===== src/hdl/stopwatch_bcd_counter_display_assert.svh =====
// Assertion macros for the stopwatch BCD counter and display block.
// Included by hdl/stopwatch_bcd_counter_display.sv; no other dependencies.
`ifndef STOPWATCH_BCD_COUNTER_DISPLAY_ASSERT_SVH
`define STOPWATCH_BCD_COUNTER_DISPLAY_ASSERT_SVH

// same-cycle implication, checked outside reset
`define SBCD_ASSERT_NOW(label, clk, rst_n, ante, cons, msg) \
  label: assert property (@(posedge clk) disable iff (!rst_n) (ante) |-> (cons)) \
    else $error(msg);

// next-cycle implication, checked outside reset
`define SBCD_ASSERT_NEXT(label, clk, rst_n, ante, cons, msg) \
  label: assert property (@(posedge clk) disable iff (!rst_n) (ante) |=> (cons)) \
    else $error(msg);

`endif


===== src/hdl/sbcd_pkg.sv =====
// Shared types, request codes and display lookups for the stopwatch block.
// No dependencies.
package sbcd_pkg;

  localparam logic [1:0] REQ_TICK  = 2'd0;
  localparam logic [1:0] REQ_PRESS = 2'd1;
  localparam logic [1:0] REQ_SCAN  = 2'd2;

  localparam logic [1:0] POS_THOUSANDS = 2'd0;

  localparam logic [7:0] DEBOUNCE_RESET = 8'd50;
  localparam logic [3:0] BCD_MAX        = 4'd9;

  typedef logic [3:0] bcd_t;

  // result word, first field in the highest bits
  typedef struct packed {
    logic       pad;
    logic [4:0] digit_drive;
    logic [7:0] segment_pattern;
    bcd_t       digit_ones;
    bcd_t       digit_tens;
    bcd_t       digit_hundreds;
    bcd_t       digit_thousands;
    logic       button_locked;
    logic       running;
  } out_item_t;

  // active-low segment codes per digit value
  function automatic logic [7:0] seg_lookup(input bcd_t d);
    logic [7:0] s;
    case (d)
      4'd0:    s = ~8'b1111_1001;
      4'd1:    s = ~8'b1100_0000;
      4'd2:    s = ~8'b1011_0011;
      4'd3:    s = ~8'b1110_0011;
      4'd4:    s = ~8'b1100_1010;
      4'd5:    s = ~8'b0110_1011;
      4'd6:    s = ~8'b0111_1011;
      4'd7:    s = ~8'b1100_0001;
      4'd8:    s = ~8'b1111_1011;
      4'd9:    s = ~8'b1100_1011;
      default: s = ~8'b1111_1001;
    endcase
    return s;
  endfunction

  // digit select plus decimal point per position
  function automatic logic [4:0] drive_lookup(input logic [1:0] pos);
    logic [4:0] w;
    case (pos)
      2'd0:    w = 5'b1_0001;
      2'd1:    w = 5'b0_1000;
      2'd2:    w = 5'b0_0101;
      default: w = 5'b0_0011;
    endcase
    return w;
  endfunction

endpackage


===== src/hdl/stopwatch_bcd_counter_display.sv =====
// Stopwatch core: run/stop with button lockout, four-digit BCD count, digit scan.
// Depends on sbcd_pkg and stopwatch_bcd_counter_display_assert.svh.
//
//  channel | dir | handshake            | payload
//  --------+-----+----------------------+-------------------------------------------
//  in_     | in  | in_tvalid/in_tready  | tuser req_type, tdata scan_position
//  out_    | out | out_tvalid/out_tready| tdata running .. digit_drive (32 bits)
//  cfg_    | in  | cfg_valid/cfg_ready  | cfg_data debounce_limit
//
// One request per cycle while in_tready is high; each result appears in the cycle
// after its request is taken, from a single output register.
// State is updated at the accepting edge, so the next request sees it at once.
// in_tready drops only while the output register is full and out_tready is low.
// rst_n clears the state and sets debounce_limit to 50; cfg_ready is always high.

`include "stopwatch_bcd_counter_display_assert.svh"

module stopwatch_bcd_counter_display
  import sbcd_pkg::*;
(
  input  logic        clk,
  input  logic        rst_n,
  input  logic        in_tvalid,
  output logic        in_tready,
  input  logic [7:0]  in_tdata,   // [1:0] scan_position, rest zero
  input  logic [1:0]  in_tuser,   // [1:0] req_type
  output logic        out_tvalid,
  input  logic        out_tready,
  // [0] running, [1] button_locked, [5:2] digit_thousands, [9:6] digit_hundreds,
  // [13:10] digit_tens, [17:14] digit_ones, [25:18] segment_pattern,
  // [30:26] digit_drive, [31] zero
  output logic [31:0] out_tdata,
  input  logic        cfg_valid,
  output logic        cfg_ready,
  input  logic [7:0]  cfg_data
);

  logic       run_r,  run_nxt;
  logic       lock_r, lock_nxt;
  logic [7:0] cnt_r,  cnt_nxt;
  logic [7:0] limit_r;
  bcd_t       dig_r   [4];
  bcd_t       dig_nxt [4];
  logic       ovalid_r;
  out_item_t  out_r, out_nxt;

  logic       in_acc;
  logic [1:0] req;
  logic [1:0] pos;
  bcd_t       scan_dig;
  logic       carry;

  assign in_tready = !ovalid_r || out_tready;
  assign in_acc    = in_tvalid && in_tready;
  assign req       = in_tuser;
  assign pos       = in_tdata[1:0];
  assign scan_dig  = dig_r[pos];
  assign cfg_ready = 1'b1;

  always_comb begin
    run_nxt  = run_r;
    lock_nxt = lock_r;
    cnt_nxt  = cnt_r;
    carry    = 1'b0;
    for (int i = 0; i < 4; i++) begin
      dig_nxt[i] = dig_r[i];
    end
    out_nxt.segment_pattern = '0;
    out_nxt.digit_drive     = '0;
    if (in_acc) begin
      unique case (req)
        REQ_TICK: begin
          if (lock_r) begin
            if (cnt_r >= limit_r) begin
              cnt_nxt  = '0;
              lock_nxt = 1'b0;
            end else begin
              cnt_nxt = cnt_r + 8'd1;
            end
          end
          // ripple the increment from the ones digit up
          carry = run_r;
          for (int i = 3; i >= 0; i--) begin
            if (carry) begin
              if (dig_r[i] >= BCD_MAX) begin
                dig_nxt[i] = '0;
              end else begin
                dig_nxt[i] = dig_r[i] + 4'd1;
                carry      = 1'b0;
              end
            end
          end
        end
        REQ_PRESS: begin
          if (!lock_r) begin
            run_nxt  = !run_r;
            lock_nxt = 1'b1;
          end
        end
        REQ_SCAN: begin
          // leading zero in the thousands place is blanked
          if (!(pos == POS_THOUSANDS && scan_dig == '0)) begin
            out_nxt.segment_pattern = seg_lookup(scan_dig);
            out_nxt.digit_drive     = drive_lookup(pos);
          end
        end
        default: begin
        end
      endcase
    end
    out_nxt.pad             = 1'b0;
    out_nxt.running         = run_nxt;
    out_nxt.button_locked   = lock_nxt;
    out_nxt.digit_thousands = dig_nxt[0];
    out_nxt.digit_hundreds  = dig_nxt[1];
    out_nxt.digit_tens      = dig_nxt[2];
    out_nxt.digit_ones      = dig_nxt[3];
  end

  always_ff @(posedge clk) begin
    if (!rst_n) begin
      run_r    <= 1'b0;
      lock_r   <= 1'b0;
      cnt_r    <= '0;
      limit_r  <= DEBOUNCE_RESET;
      ovalid_r <= 1'b0;
      for (int i = 0; i < 4; i++) begin
        dig_r[i] <= '0;
      end
    end else begin
      run_r  <= run_nxt;
      lock_r <= lock_nxt;
      cnt_r  <= cnt_nxt;
      for (int i = 0; i < 4; i++) begin
        dig_r[i] <= dig_nxt[i];
      end
      if (cfg_valid && cfg_ready) begin
        limit_r <= cfg_data;
      end
      if (in_acc) begin
        ovalid_r <= 1'b1;
      end else if (out_tready) begin
        ovalid_r <= 1'b0;
      end
    end
  end

  always_ff @(posedge clk) begin
    if (in_acc) begin
      out_r <= out_nxt;
    end
  end

  assign out_tvalid = ovalid_r;
  assign out_tdata  = out_r;

  `SBCD_ASSERT_NOW(a_digits_bcd, clk, rst_n, 1'b1,
    dig_r[0] <= BCD_MAX && dig_r[1] <= BCD_MAX && dig_r[2] <= BCD_MAX && dig_r[3] <= BCD_MAX,
    "count digit left BCD range")
  `SBCD_ASSERT_NOW(a_idle_count_zero, clk, rst_n, !lock_r, cnt_r == '0,
    "lockout count nonzero outside lockout")
  `SBCD_ASSERT_NEXT(a_press_toggles, clk, rst_n, in_acc && req == REQ_PRESS && !lock_r,
    run_r != $past(run_r) && lock_r, "accepted press did not toggle run and lock")
  `SBCD_ASSERT_NOW(a_blank_pair, clk, rst_n, ovalid_r && out_r.digit_drive == '0,
    out_r.segment_pattern == '0, "segments driven with no digit selected")

endmodule

===== config.mk =====
export PLATFORM = sky130hd
export DESIGN_NAME = stopwatch_bcd_counter_display
export DESIGN_NICKNAME = d
export VERILOG_FILES = /design/src/hdl/sbcd_pkg.sv /design/src/hdl/stopwatch_bcd_counter_display.sv
export VERILOG_INCLUDE_DIRS = /design/src /design/src/hdl
export SDC_FILE = /design/constraint.sdc
export NUM_CORES = 1
export LEC_CHECK = 0
export BUFFER_PORTS_ARGS = -buffer_cell sky130_fd_sc_hd__buf_2
export CORE_ASPECT_RATIO = 0.7
export CORE_MARGIN = 3
export CORE_UTILIZATION = 35
export DETAILED_ROUTE_END_ITERATION = 7
export GPL_TIMING_DRIVEN = 0
export MAX_ROUTING_LAYER = met4
export SLEW_MARGIN = 10
export SYNTH_ARGS = -nofsm -noshare
export SYNTH_HDL_FRONTEND = slang
export SYNTH_SLANG_ARGS = --single-unit

===== constraint.sdc =====
create_clock -name clk -period 5.7 [get_ports clk]
set_input_delay 1.425 -clock clk [delete_from_list [all_inputs] [get_ports clk]]
set_output_delay 1.425 -clock clk [all_outputs]
set_load 0.05 [all_outputs]

After elaboration in Yosys (flattened, before gate mapping)
Memories as Yosys holds them, arrays and structs flattened. A register that Yosys moved wholly into a read port is not among the register bits. Cells that the tools add are included.

$add $sub $neg: 5. Bitwise logic cells: 5. Eq/ne operators: 4. Multiplexer cells: 39. Magnitude comparators: 5. Reductions and logical operators: 11.

Operators with widths (count): 4-bit two-way mux (12); 16-bit two-way mux (2); 1-bit two-way mux (22); 4-bit by 1-bit adder with 4-bit output, second input constant (4); 4-bit >= comparator, second input constant (4); 5-bit case mux with 3 select lines (1); 8-bit by 1-bit adder with 8-bit output, second input constant (1); 8-bit >= comparator (1); 8-bit two-way mux (1); 2-bit by 1-bit equality test with 1-bit output, second input constant (2); 2-bit equality test, second input constant (2); 2-bit zero test (2); 4-bit zero test (1); 1-bit OR (4); 3-bit AND reduction (1); 1-bit logical AND (2); 1-bit zero test (2); 1-bit case mux with 2 select lines (1); 2-bit nonzero test (1); 2-bit OR reduction (1); 1-bit logical OR (1); 1-bit NOT (1).

Memories: 2. Memory bits (read-only): 112. RAM bits: 16. Logic and storage cells: 84. Bits in registers: 50. Output and inout port bits: 35.

Memories: (name not given) (words 16, width 7, rd ports 1, clocked after Yosys merged registers in 1, wr ports 0, RTL line sbcd_pkg.sv:32) `case (d)`; dig_r (words 4, width 4, rd ports 5, clocked after Yosys merged registers in 0, wr ports 4, RTL line stopwatch_bcd_counter_display.sv:42) `bcd_t dig_r [4];`.

Longest topological paths before layout
Gate-level depths: netlist of the first run. An unclocked memory read counts as a cell.

Depth after elaboration: 16. Mapped depth: 8. Mapped depth without buffers: 7.

Worst setup path after synthesis of the first run
OpenSTA, ideal clock, no wires.

Path type: input -> output. Start: in out_tready. End: out in_tready. Data required time: 4275 ps. Setup slack: 2519 ps. Stages: 2. Buffers on the path: 1. Data arrival time: 1756 ps. Cells stage by stage: nand2b_1 -> buf_4.

Longest elaborated chain between the ends: 1.

Ends and longest elaborated chain: from (decl) (RTL line stopwatch_bcd_counter_display.sv:28) `input logic out_tready,`; 1-bit logical OR (RTL line stopwatch_bcd_counter_display.sv:53) `assign in_tready = !ovalid_r || out_tready;`; to (decl) (RTL line stopwatch_bcd_counter_display.sv:24) `output logic in_tready,`.

No other way between the ends.

Final worst setup path of the first run
Ends and elaborated chain as after synthesis.

==> results of run 1 <==
## where the power goes
group          switching (mW)  total [mW]  internal [mW]  leakage, nW
Sequential             0.0122       0.529          0.517        0.597
Clock                   0.194       0.482          0.289        0.128
Combinational          0.0872       0.122         0.0350        0.986
## through the flow
stage | hold slack [ns] | std cells
4_1_cts | 0.488 | 508
6_report | 0.484 | 508
5_1_grt | 0.517 | 508
2_1_floorplan | 0.459 | 321
3_5_place_dp | 0.478 | 492
3_3_place_gp | 0.479 | 492
## cell families (layout without fill, tap and decap cells)
logic type                 count (synthesis)  in the layout  synth area share, %
other                                      2              2                0.225
buffers and inverters                     39            102                 5.21
and+or+nand+nor                          126            126                 20.5
DFF                                       66             66                 48.8
adders and majority gates                 26             26                 9.74
AOI/OAI and AO/OA                         49             49                 10.1
muxes                                     12             12                 5.13
xor gates and xnor gates                   1              1                0.262
## state kept, by name (all words and copies together), names as in the netlist
name        count
cnt_r           8
dig_r          16
limit_r         8
lock_r          1
out_tdata      31
out_tvalid      1
run_r           1
## worst min-delay path by stage
stage	startpoint	to	cells after the start
detailed placement	limit_r[5]$_SDFFE_PN1P_	limit_r[5]$_SDFFE_PN1P_	2
CTS	limit_r[5]$_SDFFE_PN1P_	limit_r[5]$_SDFFE_PN1P_	2
finish	limit_r[5]$_SDFFE_PN1P_	limit_r[5]$_SDFFE_PN1P_	2
global route	limit_r[5]$_SDFFE_PN1P_	limit_r[5]$_SDFFE_PN1P_	2
floorplan	limit_r[1]$_SDFFE_PN1P_	limit_r[1]$_SDFFE_PN1P_	2
global placement	limit_r[5]$_SDFFE_PN1P_	limit_r[5]$_SDFFE_PN1P_	2
## tightest hold or removal path, cell delays in order, from the launching register on
cell,delay [ns]
dfxtp_1,0.29
inv_1,0.06
o211ai_1,0.08
## cells in the mapped netlist, types with 6 or more instances
library cell / number
a21oi_1: 15
mux2i_1: 7
nor2_1: 16
and3_1: 6
edfxtp_1: 31
and2_1: 14
dfxtp_1: 35
nand2_1: 29
nand3_1: 21
inv_1: 24
ha_1: 26
nor3_1: 10
## layout make-up
class	count	share of cell area, %
clock inverters	5	0.565
clock buffers	11	5.84
multi-input cells	216	38.5
plain buffers	13	1.91
flip-flops and latches	66	40.9
repair buffers	47	5.90
well taps	124	3.89
inverters	26	2.45
## per-layer routing
layer | global-route usage (%) | share of wire [%]
met5 | - | 0
met4 | 5.18 | 1.2
met3 | 4.71 | 5.2
met2 | 18.3 | 39
met1 | 21.0 | 54
==> flow_metrics.env, run 1 <==
export IMPL_dr_pass1_iters=4
export IMPL_path_common_cell="buf_2"
export IMPL_row_count=29
export IMPL_r2r_cells=8
export IMPL_cts_clk_slew_worst_paths_ns=0.05
export IMPL_place_ws_ns=2.26
export IMPL_yosys_warnings=0
export IMPL_slew_headroom_pct=48.3
export IMPL_cp_arrival_ns=2.01
export IMPL_final_util_pct=43.4
export IMPL_drive_above_1_share_pct=20.8
export IMPL_placement_io_buffers=47
export IMPL_grt_setup_unrepaired="false"
export IMPL_path_delay_family="buffers and inverters"
export IMPL_grt_max_degree=32
export IMPL_synth_seq_cells=66
export IMPL_required_ns=4.28
export IMPL_synth_edff_count=31
export IMPL_drt_iter0_markers=171
export IMPL_cp_slowest_cell="buf_2"
export IMPL_num_vias=2499
export IMPL_rr_startpoint="dig_r[3][1]$_SDFF_PN0_"
export IMPL_multiInputGateArea_mm2=0.00154
export IMPL_diodes=0
export IMPL_finalWorstSetupSlack_ns=2.26
export IMPL_async_reset_ff_share_pct=0
export IMPL_drc_errors=0
export IMPL_period_needed_ns=3.44
export IMPL_grt_total_usage_pct=14.4
export IMPL_timing_critical_path_from_type="input port"
export IMPL_syn_to_final_growth_pct=19.4
export IMPL_dieArea_mm2=0.0108
export IMPL_startpoint="out_tready"
export IMPL_synth_top_flop_cell="dfxtp_1"
export IMPL_wl_per_cell_um=13.9
export IMPL_cts_tree="built"
export IMPL_grt_overflow=0
export IMPL_layout_commonest_cell="buf_2"
export IMPL_p_per_area_mw_per_mm2=284
export IMPL_r2r_slack_ns=3.49
export IMPL_core_mm2=0.00918
export IMPL_cts_resized=0
export IMPL_crit_cells=4
export IMPL_netlist_instances=321
export IMPL_fillers=874
export IMPL_cts_setup_buffers=0
export IMPL_cts_inserted_buffers=9
export IMPL_place_gp_congestion=0.845
export IMPL_die_y_um=87.7
export IMPL_hold_buffers=0
export IMPL_synth_area_leaders="edfxtp_1, dfxtp_1, ha_1"
export IMPL_report_final_hold_viol_count=0
export IMPL_cts_root_buf="clkbuf_16"
export IMPL_synth_net_count=370
export IMPL_wl_mm=7.07
export IMPL_postSynthAreaPerCell_um2=10.4
export IMPL_max_slew_worst_pin_slew_ns=0.776
export IMPL_fin_setup_tns_ns=0
export IMPL_skew_ns=0.00462
export IMPL_grt_pass1_wl_mm=11.4
export IMPL_irDropWorstVdd_mv=0.159
export IMPL_worstSetupPathType="input port to output port"
export IMPL_period_share_pct=60.3
export IMPL_yosysSeqAreaShare_pct=48.8
export IMPL_grt_pass1_vias=2238
export IMPL_crit_chain="buf_2 -> nand2b_1 -> buf_4 -> buf_2"
export IMPL_finalNetCount=428
export IMPL_fmax_mhz=291
export IMPL_crit_fanout=8
export IMPL_dp_hpwl_mm=5.14
export IMPL_clkSinkCount=66
export IMPL_worst_path_buf_inv=3
export IMPL_design_power_total_mw=1.13
export IMPL_chipWidth_um=123
export IMPL_yosysTopAreaCellShare_pct=27.9
export IMPL_clk_latency_ns=0.34
export IMPL_dpl_cell_area_mm2=0.00373
export IMPL_viasPerCell=4.92
export IMPL_antenna_found_initial=0
export IMPL_leakagePower_nw=1.71
export IMPL_yosysTopAreaCell="edfxtp_1"
export IMPL_fin_area_mm2=0.00399
export IMPL_setup_worst_path_end="in_tready"
export IMPL_max_cap_violations=0
export IMPL_max_stage_delay_ns=0.21
export IMPL_clock_path_buffers=2
export IMPL_htreeDepth=3
export IMPL_critPathCaptureType="output port"
export IMPL_initial_core_util_pct=36.4
export IMPL_min_path_type="register to register"
export IMPL_final_cell_mix="buf_2, dfxtp_1, edfxtp_1"
export IMPL_ys_types=56
export IMPL_antenna_left=0
export IMPL_outcome="finished, final reports clean"
export IMPL_finalSetupViolations=0
export IMPL_ios=58
export IMPL_syn_cell_area_mm2=0.00334
export IMPL_ff_latch_area_mm2=0.00163
export IMPL_reg2reg_to="out_tdata[13]$_DFFE_PP_"
export IMPL_maxSlewViolCount=0
(Power assumes the default switching activity.)
==> run 2, diff against run 1 <==
--- a/config.mk
+++ b/config.mk
@@ -6,6 +6,7 @@
 export SDC_FILE = /design/constraint.sdc
 export NUM_CORES = 1
 export LEC_CHECK = 0
+export ABC_AREA = 1
 export BUFFER_PORTS_ARGS = -buffer_cell sky130_fd_sc_hd__buf_2
 export CORE_ASPECT_RATIO = 0.7
 export CORE_MARGIN = 3
==> constraint.sdc (replaced) <==
create_clock -name clk -period 3.1 [get_ports clk]
set_input_delay 0.775 -clock clk [delete_from_list [all_inputs] [get_ports clk]]
set_output_delay 0.775 -clock clk [all_outputs]
set_load 0.05 [all_outputs]
==> run 2 against run 1 <==
Net effect: cell area rose by 2.5%; cell count rose by 16%; clock power rose by 89%; flip-flop and latch count did not move; hold slack got worse by 0.025 ns; routed wire length rose by 0.95%; critical endpoint is now out_tdata[10]$_DFFE_PP_; largest cell class unchanged.
==> flow_metrics.env, run 2 <==
export IMPL_synth_edff_count=31
export IMPL_ios=58
export IMPL_worstSetupPathType="input port to register"
export IMPL_hold_depth=2
export IMPL_fmax_mhz=430
export IMPL_max_cap_violations=0
export IMPL_grt_total_usage_pct=14.2
export IMPL_finalNetCount=510
export IMPL_synth_net_count=450
export IMPL_crit_chain="buf_2 -> inv_1 -> nand2_2 -> nand2_2 -> clkinv_1"
export IMPL_layout_commonest_cell="nand2_1"
export IMPL_required_ns=2.83
export IMPL_whs_endpoint="limit_r[6]$_SDFFE_PN0P_"
export IMPL_cts_root_buf="clkbuf_16"
export IMPL_worst_path_buf_inv=3
export IMPL_drc_errors=0
export IMPL_clk_latency_ns=0.33
export IMPL_postSynthAreaPerCell_um2=8.54
export IMPL_row_count=29
export IMPL_yosysTopAreaCell="edfxtp_1"
export IMPL_report_final_hold_viol_count=0
export IMPL_skew_ns=0.00942
export IMPL_yosys_warnings=0
export IMPL_drive_above_1_share_pct=20.6
export IMPL_viasPerCell=4.54
export IMPL_syn_to_final_growth_pct=19.4
export IMPL_netlist_instances=401
export IMPL_leakagePower_nw=1.97
export IMPL_finalSetupViolations=0
export IMPL_hp_start="limit_r[6]$_SDFFE_PN0P_"
export IMPL_synth_area_leaders="edfxtp_1, dfxtp_1, ha_1"
export IMPL_outcome="finished, final reports clean"
export IMPL_dr_pass1_iters=5
export IMPL_placement_io_buffers=49
export IMPL_wl_per_cell_um=12.1
export IMPL_design_power_total_mw=2.09
export IMPL_grt_overflow=0
export IMPL_synth_seq_cells=66
export IMPL_grt_pass1_vias=2502
export IMPL_largest_reg_flops=31
export IMPL_max_slew_worst_pin_slew_ns=1.11
export IMPL_cts_tree="built"
export IMPL_wl_mm=7.14
export IMPL_ys_types=36
export IMPL_fin_setup_tns_ns=0
export IMPL_period_share_pct=75.1
export IMPL_die_y_um=88.8
export IMPL_slew_headroom_pct=25.8
export IMPL_path_common_cell="nand2_2"
export IMPL_final_cell_mix="nand2_1, inv_1, nor2_1"
export IMPL_max_stage_delay_ns=0.90
export IMPL_cts_clk_slew_worst_paths_ns=0.06
export IMPL_cts_resized=0
export IMPL_async_reset_ff_share_pct=0
export IMPL_clkSinkCount=66
export IMPL_num_vias=2680
export IMPL_crit_fanout=31
export IMPL_critPathCaptureType="register"
export IMPL_drt_iter0_markers=173
export IMPL_yosysTopAreaCellShare_pct=27.2
export IMPL_rr_startpoint="out_tvalid$_SDFFE_PN0P_"
export IMPL_syn_cell_area_mm2=0.00342
export IMPL_p_per_area_mw_per_mm2=512
export IMPL_maxSlewViolCount=0
export IMPL_chipWidth_um=124
export IMPL_path_delay_family="buffers and inverters"
export IMPL_cts_setup_buffers=0
export IMPL_clock_path_buffers=2
export IMPL_initial_core_util_pct=36.9
export IMPL_dp_hpwl_mm=5.23
export IMPL_timing_critical_path_from_type="input port"
export IMPL_grt_max_degree=32
export IMPL_irDropWorstVdd_mv=0.315
export IMPL_min_path_type="register to register"
export IMPL_r2r_cells=3
export IMPL_yosysSeqAreaShare_pct=47.6
export IMPL_core_mm2=0.00929
export IMPL_reg2reg_to="out_tdata[10]$_DFFE_PP_"
export IMPL_synth_most_common_cell="nand2_1"
export IMPL_antenna_found_initial=0
export IMPL_dieArea_mm2=0.0110
export IMPL_synth_top_flop_cell="dfxtp_1"
export IMPL_place_gp_congestion=0.826
export IMPL_hold_ws_ns=0.459
export IMPL_period_needed_ns=2.33
export IMPL_htreeDepth=3
export IMPL_grt_pass1_wl_mm=12.1
export IMPL_cts_inserted_buffers=9
export IMPL_r2r_slack_ns=1.02
export IMPL_diodes=0
export IMPL_synth_common_cells="nand2_1, inv_1, nor2_1"
export IMPL_cp_arrival_ns=2.06
export IMPL_cp_slowest_cell="clkinv_1"
export IMPL_grt_setup_unrepaired="false"
export IMPL_hold_buffers=0
export IMPL_antenna_left=0
## run 2: cells by family (layout without fill, tap and decap cells)
family	Yosys count	in the layout	share of synthesized area, %
AND/OR/NAND/NOR	185	185	25.5
buffers and inverters	73	138	8.22
flip-flops	66	66	47.6
AO/OA/AOI/OAI	45	45	7.89
adder cells (fa/ha/maj)	26	26	9.50
XOR/XNOR	4	4	1.02
other	2	2	0.219
## run 2: worst max path at each step
stage | from | to | cells after the start
floorplan | out_tready | out_tdata[0]$_DFFE_PP_ | 4
global placement | in_tdata[1] | out_tdata[21]$_SDFFCE_PP0P_ | 13
detailed placement | in_tdata[1] | out_tdata[18]$_SDFFCE_PP0P_ | 13
CTS | in_tdata[1] | out_tdata[18]$_SDFFCE_PP0P_ | 13
global route | out_tready | out_tdata[10]$_DFFE_PP_ | 5
finish | out_tready | out_tdata[10]$_DFFE_PP_ | 5
## run 2: through the flow
stage               instances  util, %  setup slack [ns]  instance area, um2
floorplan                 401        -             0.843                3420
global placement          574     41.2             0.565                3820
detailed placement        574     41.2             0.528                3820
CTS                       590     44.0             0.881                4090
global route              590     44.0             0.558                4090
finish                    590     44.0             0.773                4090
## run 2: worst min-delay path: stages, from the launching register on
cell and delay (ns):
dfxtp_1 0.29, inv_1 0.06, a21oi_1 0.06
## run 2: final cells by class
type / instances / area [um2]
Tap cell: 124 / 155
Timing Repair Buffer: 49 / 245
Sequential cell: 66 / 1630
Clock buffer: 12 / 246
Buffer: 4 / 22.5
Fill cell: 948 / 5200
Clock inverter: 4 / 17.5
Multi-Input combinational cell: 262 / 1510
Inverter: 69 / 259
## run 2: per-layer routing
layer	GRT usage (%)	wire length, um	share of wire (%)
met3	4.10	469	6.6
met1	19.4	3680	52
met5	-	0	0
met2	19.7	2920	41
met4	5.97	67	0.94
## run 2: where the power goes
| part | total, mW | switching (mW) | internal, mW |
|---|---|---|---|
| logic | 0.227 | 0.175 | 0.0518 |
| registers | 0.958 | 0.00998 | 0.948 |
| clock network | 0.909 | 0.355 | 0.554 |
